==> config.mk <==
export PLATFORM = sky130hd
export DESIGN_NAME = sample_to_color_map_top
export DESIGN_NICKNAME = d
export VERILOG_FILES = /design/src/design/stm_pkg.sv /design/src/design/sample_to_color_map_top.sv /design/src/design/stm_scale.sv /design/src/design/stm_wheel.sv /design/src/design/stm_dim.sv
export SDC_FILE = /design/constraint.sdc
export NUM_CORES = 1
export LEC_CHECK = 0
export ABC_AREA = 0
export BUFFER_PORTS_ARGS = -buffer_cell sky130_fd_sc_hd__buf_2
export CAP_MARGIN = 40
export CORE_MARGIN = 5
export CORE_UTILIZATION = 40
export CTS_BUF_LIST = sky130_fd_sc_hd__clkbuf_4 sky130_fd_sc_hd__clkbuf_8 sky130_fd_sc_hd__clkbuf_16
export DETAILED_ROUTE_END_ITERATION = 10
export GPL_TIMING_DRIVEN = 1
export SYNTH_ARGS = -nofsm -noshare
export SYNTH_HDL_FRONTEND = slang
export SYNTH_SLANG_ARGS = --single-unit
==> constraint.sdc <==
create_clock -name clk -period 6.9 [get_ports clk]
set_clock_uncertainty 0.15 [all_clocks]
set_input_delay 2.07 -clock clk [delete_from_list [all_inputs] [get_ports clk]]
set_output_delay 2.07 -clock clk [all_outputs]
set_load 0.05 [all_outputs]
==> src/design/stm_pkg.sv <==
// Shared types and constants of the sample to color map block.
// No dependencies.
package stm_pkg;

	localparam int CFG_IDX_BITS  = 2;
	localparam int CFG_DATA_BITS = 8;
	localparam int FOLD_BITS     = 6;
	localparam int HUE_BITS      = 11;

	localparam logic [CFG_IDX_BITS-1:0] CFG_COLOR_MODE   = 2'd0;
	localparam logic [CFG_IDX_BITS-1:0] CFG_SCALE_FACTOR = 2'd1;

	localparam logic [7:0] SCALE_RESET = 8'd1;

	// low bits of the scaled sample, the dark flag and the mode travel with each beat
	typedef struct packed {
		logic       mode;
		logic       dark;
		logic [8:0] low9;
	} stm_side_t;

endpackage

==> src/design/sample_to_color_map_top.sv <==
// Top level of the sample to color map block: config registers and pipeline.
// Depends on stm_pkg, stm_scale, stm_wheel and stm_dim.
//
//   channel   signals                                  handshake
//   input     start, busy, sample                      start & !busy
//   result    done, red, green, blue                   done, one cycle
//   config    cfg_valid, cfg_ready, cfg_index, cfg_data  cfg_valid & cfg_ready
//
// A sample can be taken every cycle; busy stays low.
// Each result passes through the registered stages in order: multiply,
// digit fold, mod-1536 assembly, wheel segments and dimming multiply.
// Reset clears the stage valid bits and sets grey mode with scale 1.
// No stage ever stalls; the result receiver takes each beat as it comes.
module sample_to_color_map_top #(
	parameter int SAMPLE_BITS = 16
) (
	input  logic                              clk,
	input  logic                              arst_n,
	input  logic                              start,
	output logic                              busy,
	input  logic [SAMPLE_BITS-1:0]            sample,
	output logic                              done,
	output logic [7:0]                        red,
	output logic [7:0]                        green,
	output logic [7:0]                        blue,
	input  logic                              cfg_valid,
	output logic                              cfg_ready,
	input  logic [stm_pkg::CFG_IDX_BITS-1:0]  cfg_index,
	input  logic [stm_pkg::CFG_DATA_BITS-1:0] cfg_data
);
	import stm_pkg::*;

	logic               mode_q;
	logic [7:0]         scale_q;
	logic               valid_s2, valid_s4;
	logic [FOLD_BITS-1:0] sum_s2;
	stm_side_t          side_s2, side_s4;
	logic [7:0]         red_s4, green_s4, blue_s4;

	assign busy      = 1'b0;
	assign cfg_ready = 1'b1;

	always_ff @(posedge clk or negedge arst_n) begin
		if (!arst_n) begin
			mode_q  <= 1'b0;
			scale_q <= SCALE_RESET;
		end else if (cfg_valid && cfg_ready) begin
			if (cfg_index == CFG_COLOR_MODE) begin
				mode_q <= cfg_data[0];
			end else if (cfg_index == CFG_SCALE_FACTOR) begin
				scale_q <= cfg_data[7:0];
			end
		end
	end

	stm_scale #(
		.SAMPLE_BITS(SAMPLE_BITS)
	) u_scale (
		.clk      (clk),
		.arst_n   (arst_n),
		.in_valid (start && !busy),
		.sample   (sample),
		.mode     (mode_q),
		.scale    (scale_q),
		.valid_s2 (valid_s2),
		.sum_s2   (sum_s2),
		.side_s2  (side_s2)
	);

	stm_wheel u_wheel (
		.clk      (clk),
		.arst_n   (arst_n),
		.valid_s2 (valid_s2),
		.sum_s2   (sum_s2),
		.side_s2  (side_s2),
		.valid_s4 (valid_s4),
		.red_s4   (red_s4),
		.green_s4 (green_s4),
		.blue_s4  (blue_s4),
		.side_s4  (side_s4)
	);

	stm_dim u_dim (
		.clk      (clk),
		.arst_n   (arst_n),
		.valid_s4 (valid_s4),
		.red_s4   (red_s4),
		.green_s4 (green_s4),
		.blue_s4  (blue_s4),
		.side_s4  (side_s4),
		.done     (done),
		.red      (red),
		.green    (green),
		.blue     (blue)
	);

endmodule

==> src/design/stm_scale.sv <==
// Scale and residue stages: multiply sample by the scale factor, then fold
// the bits of weight 512 and up into a base-4 digit sum for the mod-3 step. Uses stm_pkg.
module stm_scale #(
	parameter int SAMPLE_BITS = 16
) (
	input  logic                          clk,
	input  logic                          arst_n,
	input  logic                          in_valid,
	input  logic [SAMPLE_BITS-1:0]        sample,
	input  logic                          mode,
	input  logic [7:0]                    scale,
	output logic                          valid_s2,
	output logic [stm_pkg::FOLD_BITS-1:0] sum_s2,
	output stm_pkg::stm_side_t            side_s2
);
	import stm_pkg::*;

	localparam int PW  = SAMPLE_BITS + 8;
	localparam int QW  = PW - 9;
	localparam int ND  = (QW + 1) / 2;
	localparam int QPW = 2 * ND;
	localparam int SW  = $clog2(3 * ND + 1);

	logic          valid_s1;
	logic          mode_s1;
	logic [PW-1:0] p_s1;
	logic [QPW-1:0] qpad;
	logic [SW-1:0]  dsum;

	always_ff @(posedge clk or negedge arst_n) begin
		if (!arst_n) begin
			valid_s1 <= 1'b0;
			valid_s2 <= 1'b0;
		end else begin
			valid_s1 <= in_valid;
			valid_s2 <= valid_s1;
		end
	end

	always_ff @(posedge clk) begin
		p_s1    <= PW'(sample) * PW'(scale);
		mode_s1 <= mode;
	end

	assign qpad = QPW'(p_s1[PW-1:9]);

	// 4 is 1 mod 3, so the base-4 digit sum keeps the residue
	always_comb begin
		dsum = '0;
		for (int i = 0; i < ND; i++) begin
			dsum = dsum + SW'(qpad[2*i +: 2]);
		end
	end

	always_ff @(posedge clk) begin
		sum_s2       <= FOLD_BITS'(dsum);
		side_s2.mode <= mode_s1;
		side_s2.dark <= (p_s1[PW-1:8] == '0);
		side_s2.low9 <= p_s1[8:0];
	end

endmodule

==> src/design/stm_wheel.sv <==
// Hue wheel stages: finish p mod 1536, then evaluate the six-segment wheel.
// Uses stm_pkg.
module stm_wheel (
	input  logic                          clk,
	input  logic                          arst_n,
	input  logic                          valid_s2,
	input  logic [stm_pkg::FOLD_BITS-1:0] sum_s2,
	input  stm_pkg::stm_side_t            side_s2,
	output logic                          valid_s4,
	output logic [7:0]                    red_s4,
	output logic [7:0]                    green_s4,
	output logic [7:0]                    blue_s4,
	output stm_pkg::stm_side_t            side_s4
);
	import stm_pkg::*;

	logic                valid_s3;
	logic [HUE_BITS-1:0] h_s3;
	stm_side_t           side_s3;
	logic [3:0]          fold;
	logic [1:0]          res3;
	logic [HUE_BITS-1:0] rc, gc, bc;

	assign fold = 4'(sum_s2[1:0]) + 4'(sum_s2[3:2]) + 4'(sum_s2[5:4]);

	always_comb begin
		if (fold >= 4'd6) begin
			res3 = 2'(fold - 4'd6);
		end else if (fold >= 4'd3) begin
			res3 = 2'(fold - 4'd3);
		end else begin
			res3 = fold[1:0];
		end
	end

	always_ff @(posedge clk or negedge arst_n) begin
		if (!arst_n) begin
			valid_s3 <= 1'b0;
			valid_s4 <= 1'b0;
		end else begin
			valid_s3 <= valid_s2;
			valid_s4 <= valid_s3;
		end
	end

	always_ff @(posedge clk) begin
		h_s3    <= {res3, side_s2.low9};
		side_s3 <= side_s2;
	end

	always_comb begin
		if (h_s3 <= 11'd256 || h_s3 >= 11'd1280) begin
			rc = 11'd255;
		end else if (h_s3 <= 11'd512) begin
			rc = 11'd512 - h_s3;
		end else if (h_s3 < 11'd1024) begin
			rc = '0;
		end else begin
			rc = h_s3 - 11'd1024;
		end

		if (h_s3 < 11'd256) begin
			gc = h_s3;
		end else if (h_s3 <= 11'd768) begin
			gc = 11'd255;
		end else if (h_s3 <= 11'd1024) begin
			gc = 11'd1024 - h_s3;
		end else begin
			gc = '0;
		end

		if (h_s3 < 11'd512) begin
			bc = '0;
		end else if (h_s3 < 11'd768) begin
			bc = h_s3 - 11'd512;
		end else if (h_s3 <= 11'd1280) begin
			bc = 11'd255;
		end else begin
			bc = 11'd1536 - h_s3;
		end
	end

	always_ff @(posedge clk) begin
		red_s4   <= rc[7:0];
		green_s4 <= gc[7:0];
		blue_s4  <= bc[7:0];
		side_s4  <= side_s3;
	end

endmodule

==> src/design/stm_dim.sv <==
// Output stage: dim the wheel color for small products, or emit the grey
// triangle value. Uses stm_pkg.
module stm_dim (
	input  logic               clk,
	input  logic               arst_n,
	input  logic               valid_s4,
	input  logic [7:0]         red_s4,
	input  logic [7:0]         green_s4,
	input  logic [7:0]         blue_s4,
	input  stm_pkg::stm_side_t side_s4,
	output logic               done,
	output logic [7:0]         red,
	output logic [7:0]         green,
	output logic [7:0]         blue
);
	import stm_pkg::*;

	logic [7:0]  grey;
	logic [15:0] rp, gp, bp;

	// 511 - t for t in 256..511 is the complement of the low byte
	assign grey = side_s4.low9[8] ? ~side_s4.low9[7:0] : side_s4.low9[7:0];

	assign rp = 16'(red_s4)   * 16'(side_s4.low9[7:0]);
	assign gp = 16'(green_s4) * 16'(side_s4.low9[7:0]);
	assign bp = 16'(blue_s4)  * 16'(side_s4.low9[7:0]);

	always_ff @(posedge clk or negedge arst_n) begin
		if (!arst_n) begin
			done <= 1'b0;
		end else begin
			done <= valid_s4;
		end
	end

	always_ff @(posedge clk) begin
		if (!side_s4.mode) begin
			red   <= grey;
			green <= grey;
			blue  <= grey;
		end else if (side_s4.dark) begin
			red   <= rp[15:8];
			green <= gp[15:8];
			blue  <= bp[15:8];
		end else begin
			red   <= red_s4;
			green <= green_s4;
			blue  <= blue_s4;
		end
	end

endmodule

==> PnR_summary.wiki <==
{| class="wikitable"
! Metric !! Value
|-
| Result of the run || finished, final reports clean
|-
| Syn Nets || around 1.9k
|-
| Slew at the pin with the worst max-slew slack || between 0.8 and 0.9 ns
|-
| Area share of xor/xnor cells in the synthesized design || 3.07%
|-
| Maximum achievable frequency || approximately 160 MHz
|-
| CTS sink cnt || 127
|-
| Aggregate global-route resource usage || about 17%
|-
| Setup CP Type || primary input to flip-flop
|-
| TritonCTS clock tree || built
|-
| Final std cells w/o fill || between 2k and 2.5k
|-
| Arrival time of data at the critical path endpoint || 6.36 ns
|-
| Nature of the critical path startpoint || primary input
|-
| Synthesized-area fraction occupied by ao, oa, aoi and oai cells || 8.94%
|-
| Number of standard-cell rows in the floorplan || 69
|-
| Wirelength per Cell || between 15 and 20 microns
|-
| Cell repeated most along the worst path || fa_1
|-
| Final HPWL from detailed placement || 24500 microns
|-
| Initial core utilization || between 40% and 50%
|-
| Buffers from clock root to sink, at most || 2
|-
| Netlist cell types || 77
|-
| Slew headroom || 42.2%
|-
| Fraction of synthesized cell area taken by the top area cell type || roughly 28%
|-
| Final setup viols || 0
|-
| Fraction of registers with async set or reset after synthesis || approximately 11%
|-
| Number of global-route vias before repair || ~11k
|-
| Kind of cell adding the most delay to the critical path || adder cells
|-
| Total negative setup slack || 0 ns
|-
| Yosys top cell by area || fa_1
|-
| Worst EP required || 7.10 ns
|-
| Total count of max-transition violations in the final report || 0
|-
| Number of enable flip-flop cells after synthesis || 0
|-
| Synth-to-layout area growth || 9.41%
|-
| Post-synthesis instance total || around 1.5k
|-
| Cell with the largest stage delay on the worst path || fa_1
|-
| Type of destination of the critical path || flip-flop
|-
| Post-CTS setup-driven buffer insertion count || 0
|-
| CP Launch Point || sample[5]
|-
| Largest stage delay on the critical path || approximately 0.55 ns
|-
| Largest net degree at the start of global routing || 40
|-
| Antenna violation net count after detailed routing || 0
|-
| Adder-cell area share of the yosys netlist || ~42%
|-
| Maximum fanout along the worst path || 8
|-
| Post-detailed-route DRC marker count || 0
|-
| Shortest period the worst path allows || 6.15 ns
|-
| Most frequently used flop master after synthesis || dfxtp_1
|-
| Register bit total from synthesis || approximately 130
|-
| Synth top area cells || fa_1 (28%), dfxtp_1 (16%), ha_1 (13%)
|-
| Fraction of layout cells with a size suffix above 1 || approximately 7.2%
|-
| Post-synthesis instance area || between 10000 and 15000 sq um
|-
| Net count of the finished layout || between 1.5k and 2k
|-
| Unrepaired setup endpoints after global routing || false
|-
| Mux share of post-synthesis cell area || around 1.1%
|-
| Post-synthesis share of cell area spent on and, or, nand and nor gates || 18.6%
|-
| Post-CTS sizing || 0
|-
| Startpoint of the lowest-slack register-to-register path || u_wheel.side_s4[6]
|-
| # port buffers || between 50 and 60
|-
| Clock latency at the later pin of the worst-skew pair || approximately 0.43 ns
|-
| Core area || 35400 sq um
|-
| Iteration-0 DRC count of the detailed router || 466
|-
| Number of hold buffers added after cts || 0
|-
| Crit-path cells || buf_2 -> nand2_1 -> fa_1 -> fa_1 -> inv_1 -> fa_1 -> inv_1 -> fa_1 -> inv_1 -> ha_1 -> a21oi_1 -> nor2_1 -> nor4bb_1 -> o31ai_1 -> nor2b_1 -> o41ai_1 -> xnor2_1
|-
| Final RePlAce weighted congestion || 0.836
|-
| Post-synthesis average cell area || 9.24 sq um
|-
| Total length of routed wires || ~31000 microns
|-
| Final design utilization || around 44%
|-
| Global-route wire length before repair || between 50000 and 60000 microns
|-
| Combinational family with the most area after synthesis || adder cells
|-
| Iteration count of the initial detailed-routing pass || 6
|-
| Tcrit/Tclk final || roughly nine tenths
|-
| Ratio of routed vias to standard cells || a little under 5
|-
| Placed cells || 2021
|-
| Start point of the worst min-delay path || u_scale.p_s1[5]
|-
| TritonCTS Buffers || 17
|-
| Number of diodes added for antenna fixing || 0
|-
| H-tree lvl count || 4
|-
| Final Hold Viols || 0
|-
| Clock tree root driver cell || clkbuf_16
|-
| Worst Hold Class || flip-flop to flip-flop
|-
| Yosys warning count || 0
|-
| Portion of the post-synthesis area used by sequential elements || 18.3%
|-
| Sum of overflow across all layers after global routing || 0
|-
| Area enclosed by the die boundary || between 30000 and 40000 sq um
|-
| Crit path buffers/inverters || 4
|-
| Count of max-cap constraint violations || 0
|-
| Vias post-DR || between 10k and 15k
|-
| Die W || a little under 200 microns
|-
| Antenna violations before repair || 0
|-
| Number of I/O pins || 57
|-
| Clock slew seen by the registers of the worst setup and hold paths || 0.06 ns
|-
| Height of the die || 199 microns
|}
routing by layer:
metal  global-route usage [%]  part of all wire, %  vias up
met3                     2.42                  3.7       40
li1                         -                    -     4954
met4                     3.60                  1.6        0
met1                     22.0                   46     5004
met5                        0                    0        -
met2                     28.8                   48      211
cell families after synthesis:
family	Yosys count
flops	127
xor+xnor	50
buf+inv	314
fa+ha+maj	353
simple gates	487
mux	14
other cells	2
compound gates	197
layout make-up:
class	count	area [sq um]
fillers	3504	19800
multi-input cells	1103	10400
flip-flops and latches	127	2610
inverters	266	998
well taps	461	577
clock buffers	18	439
repair buffers	64	373
clock inverters	14	155
through the flow:
stage | worst slack, ns | hold WS (ns) | cell area, sq um
3_3_place_gp | 0.353 | 0.160 | 15000
5_1_grt | 0.452 | 0.174 | 15600
6_report | 0.748 | 0.171 | 15600
3_5_place_dp | 0.334 | 0.162 | 15000
2_1_floorplan | 0.779 | 0.160 | 14300
4_1_cts | 0.743 | 0.175 | 15600
state kept, by name, indices dropped and copies added (netlist names):
| register | cells |
|---|---|
| u_wheel.side_s4 | 11 |
| scale_q | 8 |
| u_scale.valid_s2 | 1 |
| mode_q | 1 |
| u_scale.sum_s2 | 5 |
| u_scale.valid_s1 | 1 |
| u_wheel.h_s3 | 11 |
| u_scale.side_s2 | 11 |
| u_dim.green | 8 |
| u_scale.mode_s1 | 1 |
| u_wheel.valid_s4 | 1 |
| u_scale.p_s1 | 24 |
| u_wheel.green_s4 | 8 |
| u_dim.red | 8 |
| u_dim.done | 1 |
| u_wheel.side_s3 | 2 |
| u_wheel.blue_s4 | 8 |
| u_wheel.red_s4 | 8 |
| u_dim.blue | 8 |
| u_wheel.valid_s3 | 1 |
Yosys cell counts, types with 4 or more instances:
master	count
o22a_1	5
a221oi_1	4
mux2i_1	5
nand2_1	109
mux2_2	9
and2_1	252
o21ai_0	16
nor3_1	8
a31oi_1	12
and3_1	5
nor2b_1	9
xor2_1	19
nor2_1	56
ha_1	152
nand3_1	14
fa_1	201
nor4_1	6
clkbuf_1	38
o21ai_1	21
o211ai_1	4
a21oi_1	59
a21o_1	21
nand4_1	7
inv_1	266
xnor2_1	31
dfxtp_1	113
dfrtp_1	13
o22ai_1	6
a211oi_1	5
o31ai_1	11
worst paths after layout:
kind | to | slack (ns) | depth (start not counted)
worst max-delay path | u_scale.p_s1[21] | 0.75 | 17
worst min-delay path | u_scale.side_s2[5] | 0.17 | 0
worst max register to register | u_dim.blue[6] | 1.61 | 16
worst min register to register | u_scale.side_s2[5] | 0.17 | 0
max in group asynchronous | scale_q[0] | 4.95 | 1
min in group asynchronous | u_scale.valid_s1 | 1.37 | 1
layout by cell type, fill, tap and decap left out, drive strengths merged, types with 6 or more instances in the layout:
master	instances
nor3	9
o31ai	11
o22ai	6
clkbuf	18
nand2	110
nor2b	9
and2	252
dfxtp	113
ha	152
o21ai	38
buf	64
mux2	9
nand4	7
xor2	19
nor2	56
xnor2	31
inv	272
a31oi	12
a21oi	60
nor4	6
fa	201
nand3	14
dfrtp	13
a21o	21
Power is not shown: default switching activity piles up to over one toggle a cycle in this logic, so the estimate is an artifact.
